`src/design/homogeneous_point_transform_core_macros.svh`:
```
// Assertion macros shared by the point transform RTL.
// Each macro expects signals named clk and rst_n in the scope where it is used.
`ifndef HOMOGENEOUS_POINT_TRANSFORM_CORE_MACROS_SVH
`define HOMOGENEOUS_POINT_TRANSFORM_CORE_MACROS_SVH

// Same-cycle implication, checked outside reset.
`define HPT_ASSERT_IMPLY(lbl, ante, cons) \
    lbl: assert property (@(posedge clk) disable iff (!rst_n) (ante) |-> (cons)) \
        else $error("point transform assertion failed");

// Next-cycle implication, checked outside reset.
`define HPT_ASSERT_NEXT(lbl, ante, cons) \
    lbl: assert property (@(posedge clk) disable iff (!rst_n) (ante) |=> (cons)) \
        else $error("point transform assertion failed");

`endif

```
`src/design/hpt_pkg.sv`:
```
// Package for the homogeneous point transform core.
// Holds the request, result and work item types and fixed arithmetic widths.
// No dependencies.
`default_nettype none

package hpt_pkg;

    localparam int ENTRY_W     = 32;
    localparam int FRAC_BITS   = 16;
    localparam int PROD_W      = 48;   // rounded product, Q32.16
    localparam int ACC_W       = 50;   // signed dot product sum
    localparam int MAG_W       = 49;   // magnitude of a sum
    localparam int QUO_W       = 33;   // quotient bits with one rounding bit
    localparam int QUEUE_DEPTH = 2;

    localparam logic [1:0] OP_LOAD     = 2'd0;
    localparam logic [1:0] OP_POINT    = 2'd1;
    localparam logic [1:0] OP_DIR      = 2'd2;
    localparam logic [1:0] OP_RESERVED = 2'd3;

    typedef struct packed {
        logic [1:0]                operation;
        logic [3:0]                entry_index;
        logic signed [ENTRY_W-1:0] entry_value;
        logic signed [ENTRY_W-1:0] vec_x;
        logic signed [ENTRY_W-1:0] vec_y;
        logic signed [ENTRY_W-1:0] vec_z;
    } hpt_request_t;

    typedef struct packed {
        logic signed [ENTRY_W-1:0] out_x;
        logic signed [ENTRY_W-1:0] out_y;
        logic signed [ENTRY_W-1:0] out_z;
        logic                      zero_w;
        logic                      saturated;
    } hpt_result_t;

    // prod[column][row] holds a rounded product, bias[column] the bottom row entry
    // (already cleared for direction mode, except for the w column).
    typedef struct packed {
        logic [3:0][2:0][PROD_W-1:0] prod;
        logic [3:0][ENTRY_W-1:0]     bias;
    } hpt_work_t;

endpackage

`default_nettype wire

```
`src/design/hpt_queue.sv`:
```
// Short first-in first-out queue of work items between the front and back ends.
// Depends on hpt_pkg.
`default_nettype none

module hpt_queue
    import hpt_pkg::*;
(
    input  wire logic      clk,
    input  wire logic      rst_n,
    input  wire logic      push,
    input  wire hpt_work_t push_data,
    output logic           full,
    input  wire logic      pop,
    output logic           head_valid,
    output hpt_work_t      head
);

    localparam int PTR_W = $clog2(QUEUE_DEPTH);
    localparam int CNT_W = $clog2(QUEUE_DEPTH + 1);

    hpt_work_t          entry_reg [QUEUE_DEPTH];
    logic [PTR_W-1:0]   wr_ptr_reg;
    logic [PTR_W-1:0]   rd_ptr_reg;
    logic [CNT_W-1:0]   count_reg;
    logic [CNT_W-1:0]   count_next;

    assign full       = (count_reg == CNT_W'(QUEUE_DEPTH));
    assign head_valid = (count_reg != '0);
    assign head       = entry_reg[rd_ptr_reg];

    always_comb
    begin
        count_next = count_reg;
        if (push && !pop)
        begin
            count_next = count_reg + 1'b1;
        end
        else if (pop && !push)
        begin
            count_next = count_reg - 1'b1;
        end
    end

    always_ff @(posedge clk or negedge rst_n)
    begin
        if (!rst_n)
        begin
            wr_ptr_reg <= '0;
            rd_ptr_reg <= '0;
            count_reg  <= '0;
        end
        else
        begin
            if (push)
            begin
                wr_ptr_reg <= wr_ptr_reg + 1'b1;
            end
            if (pop)
            begin
                rd_ptr_reg <= rd_ptr_reg + 1'b1;
            end
            count_reg <= count_next;
        end
    end

    always_ff @(posedge clk)
    begin
        if (push)
        begin
            entry_reg[wr_ptr_reg] <= push_data;
        end
    end

endmodule

`default_nettype wire

```
`config.mk`:
```
export PLATFORM = sky130hd
export DESIGN_NAME = hpt_queue
export DESIGN_NICKNAME = d
export VERILOG_FILES = /design/src/design/homogeneous_point_transform_core_macros.svh /design/src/design/hpt_pkg.sv /design/src/design/hpt_queue.sv
export SDC_FILE = /design/constraint.sdc
export NUM_CORES = 1
export LEC_CHECK = 0
export ABC_CLOCK_PERIOD_IN_PS = 99000
export BUFFER_PORTS_ARGS = -buffer_cell sky130_fd_sc_hd__buf_2
export CORE_AREA = 2 2 553 555
export CTS_BUF_LIST = sky130_fd_sc_hd__clkbuf_4 sky130_fd_sc_hd__clkbuf_8
export CTS_CLUSTER_SIZE = 40
export DETAILED_ROUTE_END_ITERATION = 16
export DIE_AREA = 0 0 555 557
export PLACE_DENSITY = 0.4
export SYNTH_ARGS = -nofsm -noshare
export SYNTH_HDL_FRONTEND = slang
export SYNTH_SLANG_ARGS = --single-unit
```
`constraint.sdc`:
```
create_clock -name clk -period 99 [get_ports clk]
set_input_delay 4.95 -clock clk [delete_from_list [all_inputs] [get_ports clk]]
set_output_delay 4.95 -clock clk [all_outputs]
set_load 0.1 [all_outputs]
```
==> results of run 1 <==
cells by family after synthesis:
| logic type | Yosys count |
|---|---|
| mux | 704 |
| simple gates | 5 |
| xor+xnor | 5 |
| fa+ha+maj | 1 |
| buf+inv | 79 |
| flops | 1412 |
layout by cell type (no fill, tap or decap), types with 2 or more instances in the layout:
cell,instances
sky130_fd_sc_hd__inv_16,2
sky130_fd_sc_hd__inv_12,4
sky130_fd_sc_hd__clkinv_8,6
sky130_fd_sc_hd__inv_6,5
sky130_fd_sc_hd__inv_8,3
sky130_fd_sc_hd__edfxtp_1,1408
sky130_fd_sc_hd__xor2_1,4
sky130_fd_sc_hd__bufinv_16,6
sky130_fd_sc_hd__buf_4,34
sky130_fd_sc_hd__buf_12,2
sky130_fd_sc_hd__buf_2,1413
sky130_fd_sc_hd__clkinv_1,52
sky130_fd_sc_hd__dfrtp_1,3
sky130_fd_sc_hd__mux2_2,704
sky130_fd_sc_hd__clkinvlp_4,7
sky130_fd_sc_hd__clkbuf_4,93
sky130_fd_sc_hd__diode_2,51
sky130_fd_sc_hd__clkinv_2,14
sky130_fd_sc_hd__clkbuf_8,274
per-layer routing:
metal / wire length (um) / track usage / share of wire
met5: 633 / 0 / 0.0032
met4: 6850 / 0.0412 / 0.035
met3: 24500 / 0.0660 / 0.13
met2: 91200 / 0.197 / 0.47
met1: 72200 / 0.131 / 0.37
layout make-up:
type | count | area [um^2] | area share
Timing Repair Buffer | 1449 | 7370 | 0.108
Antenna cell | 51 | 128 | 0.00187
Sequential cell | 1412 | 42400 | 0.622
Multi-Input combinational cell | 715 | 8020 | 0.118
Clock buffer | 367 | 4470 | 0.0656
Clock inverter | 100 | 787 | 0.0115
Inverter | 1 | 3.75 | 0.0000551
Tap cell | 3997 | 5000 | 0.0734
through the flow:
step	std cells	area [um^2]
floorplan	2206	50900
CTS	8041	68000
global placement	7574	62800
detailed placement	7574	62800
global route	8055	68100
finish	8092	68200
path summary, 6_finish.rpt:
check	endpoint	slack (ps)	cells past startpoint
max in group asynchronous	rd_ptr_reg	94970	1
setup reg to reg	entry_reg[1][305]	92780	7
hold reg to reg	count_reg[1]	510	1
hold / removal	count_reg[1]	510	1
setup / recovery	head[7]	87570	7
min in group asynchronous	rd_ptr_reg	3870	1
==> flow_summary.ini, run 1 <==
[finish]
fillers = 32085
design.final.nets = 4559
largest_register_ffs = 1408
areaGrowthSynthToFinish_pct = 33.8
final_layout_size_suffix_gt1_frac = 0.636
final_core_utilization = 0.224

[setup_path]
crit_path_start = rd_ptr_reg
timing.critical_path.arrival_ps = 6480
cpPeakStageDelay_ps = 940
worstReg2RegStart = wr_ptr_reg
critical-path-top-cell-by-count = sky130_fd_sc_hd__buf_4
cp_top_family = buffers and inverters
worstSetupEndpointType = primary output
cp_slowest_cell = sky130_fd_sc_hd__dfrtp_4
start_kind = register
worst-path-buf-inv = 6
critPathRequiredTime_ps = 94050
worst-setup-path-type = reg2out
critical_path_cell_by_cell = buf_4, buf_4, buf_4, buf_4, buf_4, mux2_2, buf_2
crit_fanout = 70

[timing]
timing_worst_slew_pin_value_ps = 1070
fmax_mhz = 87.5
clk_skew_ps = 75.2
worst_hold_slack_ps = 510
setup_violations = 0
period_minus_slack_ps = 11430
timing.final.hold_violations = 0
maxSlewHeadroom = 0.287
rsz0062_at_grt = no
final_max_slew_viol_count = 0
min_period_over_period = 0.115
fin_tns_setup_ps = 0
postLayoutSetupSlackWorst_ps = 87570

[clocking]
cts_tree = done
cts.hold.buffers_added = 0
clock-sinks = 1412
clockBufferDepth = 4
cts_resized = 0
clk-insertion-delay-late_ps = 960
clockRootBuffer = sky130_fd_sc_hd__clkbuf_8
cts_setup_buffers = 0
clkSlewWorstSetupHoldPaths_ps = 60
htree_levels = 5
cts_inserted_buffers = 271

[floorplan]
initial_utilization = 0.168
die-height_um = 557
num_io_pins = 1414
die_area_um2 = 309000
floorplan.die.width_um = 555
design.core.area_um2 = 304000
placementRows = 203

[detailed_routing]
ant_nets = 0
num_vias = 28467
dr.first_iter.drc_count = 1759
routed_wirelength_um = 195000
drc = 0
wire_per_inst_um = 24.2
drt_pre_antenna_iters = 5
vias_per_cell = 3.52

[logic_synthesis]
synthFlopType = sky130_fd_sc_hd__edfxtp_1
sequential_cell_area_fraction_in_the_yosys_report = 0.832
yosys.cell_types.count = 14
proportion_of_synthesized_area_in_mux_cells = 0.156
cell_count_after_synthesis = 2206
yosys.area_share.adder = 0.000246
synth.top_cells.by_count = 1408 x sky130_fd_sc_hd__edfxtp_1, 704 x sky130_fd_sc_hd__mux2_2, 46 x sky130_fd_sc_hd__buf_4
post_synth_instance_area_um2 = 50900
yosys-top-cells-area = sky130_fd_sc_hd__edfxtp_1 83%, sky130_fd_sc_hd__mux2_2 16%, sky130_fd_sc_hd__buf_4 0.68%
synth_top_family_by_area = multiplexers
synthXorXnorAreaFrac = 0.000860
area_share_of_and_or_nand_nor_cells_after_synthesis = 0.000565
ys_warn_count = 0
yosysMostFrequentCell = sky130_fd_sc_hd__edfxtp_1
synth_async_sr_flop_share = 0.00283
synth_compound_gate_area_share = 0
synth_largest_type_area_fraction = 0.830
syn-num-nets = 2915
number_of_flops_mapped_to_enable_cells_by_yosys = 1408
syn_avg_cell_area_um2 = 23.1
flip_flop_and_latch_count_after_synthesis = 1412
synthDominantAreaCellType = sky130_fd_sc_hd__edfxtp_1

[placement]
gpl.final_weighted_congestion = 0.864
dpl_worst_slack_ps = 87980
place.detailed.hpwl_um = 150000
place.port_buffers = 1413

[global_route]
grt_util_all_layers = 0.120
number_of_global_route_vias_before_repair = 29727
grt_antenna_before_repair = 157
global_route_wire_length_before_repair_um = 255000
grt_max_degree = 134
overflow_after_grt = 0

[job]
max_cap_violations = 0

[outcome]
status = finished, final reports clean

[worst_hold_path]
worstHoldPathType = reg2reg
worstHoldStart = count_reg[1]
Power of run 1 is not shown: default switching activity piles up to over one toggle a cycle in this logic, so the estimate is an artifact.
==> inputs of run 2 (changes only) <==
--- a/config.mk
+++ b/config.mk
@@ -5,13 +5,14 @@
 export SDC_FILE = /design/constraint.sdc
 export NUM_CORES = 1
 export LEC_CHECK = 0
-export ABC_CLOCK_PERIOD_IN_PS = 99000
+export ABC_AREA = 1
+export ABC_CLOCK_PERIOD_IN_PS = 11700
 export BUFFER_PORTS_ARGS = -buffer_cell sky130_fd_sc_hd__buf_2
-export CORE_AREA = 2 2 553 555
+export CORE_AREA = 2 2 558 560
 export CTS_BUF_LIST = sky130_fd_sc_hd__clkbuf_4 sky130_fd_sc_hd__clkbuf_8
 export CTS_CLUSTER_SIZE = 40
 export DETAILED_ROUTE_END_ITERATION = 16
-export DIE_AREA = 0 0 555 557
+export DIE_AREA = 0 0 560 562
 export PLACE_DENSITY = 0.4
 export SYNTH_ARGS = -nofsm -noshare
 export SYNTH_HDL_FRONTEND = slang
==> constraint.sdc (replaced) <==
create_clock -name clk -period 11.7 [get_ports clk]
set_input_delay 0.585 -clock clk [delete_from_list [all_inputs] [get_ports clk]]
set_output_delay 0.585 -clock clk [all_outputs]
set_load 0.1 [all_outputs]
==> run 2 against run 1 <==
  * Cell area rose by 11%
  * Non-clock buffer count increased by 699
  * Highest routed layer unchanged
  * Critical path depth decreased by 3
  * Worst setup slack lost 81000 ps
  * Die area grew 1.8%
  * Wire length increased by 7.6%
  * Critical path type unchanged
  * First-iteration DRC count grew 3.4%
==> flow_summary.ini, run 2 <==
[setup_path]
cp_top_family = buffers and inverters
cpPeakStageDelay_ps = 990
critPathRequiredTime_ps = 11120
depth_of_the_most_critical_reg_to_reg_path = 4
worst-path-buf-inv = 3
worstSetupPathDepth = 4
cp_slowest_cell = sky130_fd_sc_hd__dfrtp_4
worstReg2RegStart = wr_ptr_reg
endpoint = head[245]
worst-setup-path-type = reg2out
crit_path_start = rd_ptr_reg
crit_fanout = 161
start_kind = register
critical_path_cell_by_cell = buf_12, buf_12, mux2_2, buf_2
r2r_slack_ps = 8200
timing.critical_path.arrival_ps = 4740
worstSetupEndpointType = primary output
crit-reg2reg-capture = entry_reg[0][276]
critical-path-top-cell-by-count = sky130_fd_sc_hd__buf_12

[timing]
period_minus_slack_ps = 5330
timing.final.hold_violations = 0
clk_skew_ps = 51.0
rsz0062_at_grt = no
min_period_over_period = 0.455
fmax_mhz = 188
setup_violations = 0
timing_worst_slew_pin_value_ps = 1380
fin_tns_setup_ps = 0
final_max_slew_viol_count = 0
maxSlewHeadroom = 0.0776

[detailed_routing]
dr.first_iter.drc_count = 1819
routed_wirelength_um = 210000
drc = 0
drt_pre_antenna_iters = 5
wire_per_inst_um = 23.6
vias_per_cell = 3.52
num_vias = 31470
ant_nets = 0

[clocking]
clkSlewWorstSetupHoldPaths_ps = 60
clockRootBuffer = sky130_fd_sc_hd__clkbuf_8
clockBufferDepth = 4
cts_inserted_buffers = 274
cts_resized = 0
cts_tree = done
clock-sinks = 1412
clk-insertion-delay-late_ps = 960
htree_levels = 5

[finish]
combined_area_of_the_multi_input_logic_cells_um2 = 8020
ff_latch_area_um2 = 42400
largest_register_ffs = 1408
mostFrequentLayoutCell = sky130_fd_sc_hd__buf_2
layout_common_cells = 1413 x sky130_fd_sc_hd__buf_2, 1408 x sky130_fd_sc_hd__edfxtp_1, 708 x sky130_fd_sc_hd__dlygate4sd3_1, 704 x sky130_fd_sc_hd__mux2_2, 275 x sky130_fd_sc_hd__clkbuf_8
design.final.nets = 5270
final_layout_size_suffix_gt1_frac = 0.539
areaGrowthSynthToFinish_pct = 48.1
fillers = 32427

[floorplan]
initial_utilization = 0.165
placementRows = 204
die-height_um = 562
floorplan.die.width_um = 560
num_io_pins = 1414
die_area_um2 = 315000
design.core.area_um2 = 308000

[logic_synthesis]
sequential_cell_area_fraction_in_the_yosys_report = 0.832
ys_warn_count = 0
yosys-top-cells-area = sky130_fd_sc_hd__edfxtp_1 83%, sky130_fd_sc_hd__mux2_2 16%, sky130_fd_sc_hd__buf_4 0.68%
synth_async_sr_flop_share = 0.00283
synthFlopType = sky130_fd_sc_hd__edfxtp_1
yosys.cell_types.count = 14
synth_largest_type_area_fraction = 0.830
synth.top_cells.by_count = 1408 x sky130_fd_sc_hd__edfxtp_1, 704 x sky130_fd_sc_hd__mux2_2, 46 x sky130_fd_sc_hd__buf_4
post_synth_instance_area_um2 = 51000
number_of_flops_mapped_to_enable_cells_by_yosys = 1408
yosysMostFrequentCell = sky130_fd_sc_hd__edfxtp_1
synthDominantAreaCellType = sky130_fd_sc_hd__edfxtp_1
cell_count_after_synthesis = 2215
syn-num-nets = 2924
syn_avg_cell_area_um2 = 23.0
flip_flop_and_latch_count_after_synthesis = 1412

[global_route]
number_of_global_route_vias_before_repair = 33936
overflow_after_grt = 0
global_route_wire_length_before_repair_um = 281000
grt_max_degree = 162
grt_antenna_before_repair = 146
grt_util_all_layers = 0.128

[placement]
gpl.final_weighted_congestion = 0.879
place.port_buffers = 1413
place.detailed.hpwl_um = 160000

[job]
max_cap_violations = 0

[worst_hold_path]
worstHoldPathType = in2reg

[outcome]
status = finished, final reports clean
## run 2: changes by cell type after synthesis
cell / previous run / this run
sky130_fd_sc_hd__inv_1: 1 / 7
sky130_fd_sc_hd__nor2_1: 1 / 2
sky130_fd_sc_hd__and2_1: 1 / 0
sky130_fd_sc_hd__nor2b_1: 2 / 0
sky130_fd_sc_hd__or2_2: 1 / 0
sky130_fd_sc_hd__nand4_1: 0 / 1
sky130_fd_sc_hd__nand2_1: 0 / 6
sky130_fd_sc_hd__xor2_1: 4 / 2
sky130_fd_sc_hd__nand3_1: 0 / 1
## run 2: worst min path at each step
stage	endpoint	cells past startpoint	start	slack, ps
6_report	entry_reg[1][540]	2	push_data[540]	340
5_1_grt	entry_reg[0][534]	2	push_data[534]	180
4_1_cts	entry_reg[0][534]	2	push_data[534]	130
3_5_place_dp	rd_ptr_reg	1	rst_n	400
3_3_place_gp	rd_ptr_reg	1	rst_n	400
2_1_floorplan	count_reg[0]	0	rst_n	290
## run 2: final cells by class
class / count / share of cell area
antenna: 41 / 0.00136
clock buffer: 372 / 0.0598
clock inverter: 110 / 0.00983
inverter: 7 / 0.000398
multi-input combinational: 718 / 0.106
sequential: 1412 / 0.562
tap: 4120 / 0.0683
timing repair buffer: 2148 / 0.192
## run 2: cell families (layout without fill, tap and decap cells)
kind of cell,Yosys count,after routing,share of synthesized area
xor+xnor,3,3,0.000516
fa+ha+maj,1,1,0.000246
buf+inv,85,2637,0.0111
flops,1412,1412,0.832
mux,704,704,0.156
other cells,0,41,0
simple gates,10,10,0.000810
## run 2: per-stage QoR
step	cells	setup WS [ps]	instance area [um^2]	util	hold slack (ps)
after floorplan	2215	49.3	51000	-	289
after global placement	7697	7510	63000	0.204	403
after detailed placement	7697	7510	63000	0.204	403
after CTS	8887	6380	75400	0.244	130
after global routing	8903	6200	75400	0.245	181
final	8928	6370	75500	0.245	345
## run 2: repair_timing
| item | in CTS | in global routing |
|---|---|---|
| hold endpoints to repair | 1415 | 0 |
| setup buffers | 0 | 0 |
| hold buffers | 708 | 0 |
| endpoints found under the setup margin | 0 | 0 |
## run 2: layer usage
metal  global-route usage  share of wire
met1                0.153           0.41
met2                0.216           0.48
met3               0.0461          0.088
met4               0.0338          0.026
met5                    0         0.0012
Power of run 2 is left out for the same reason.
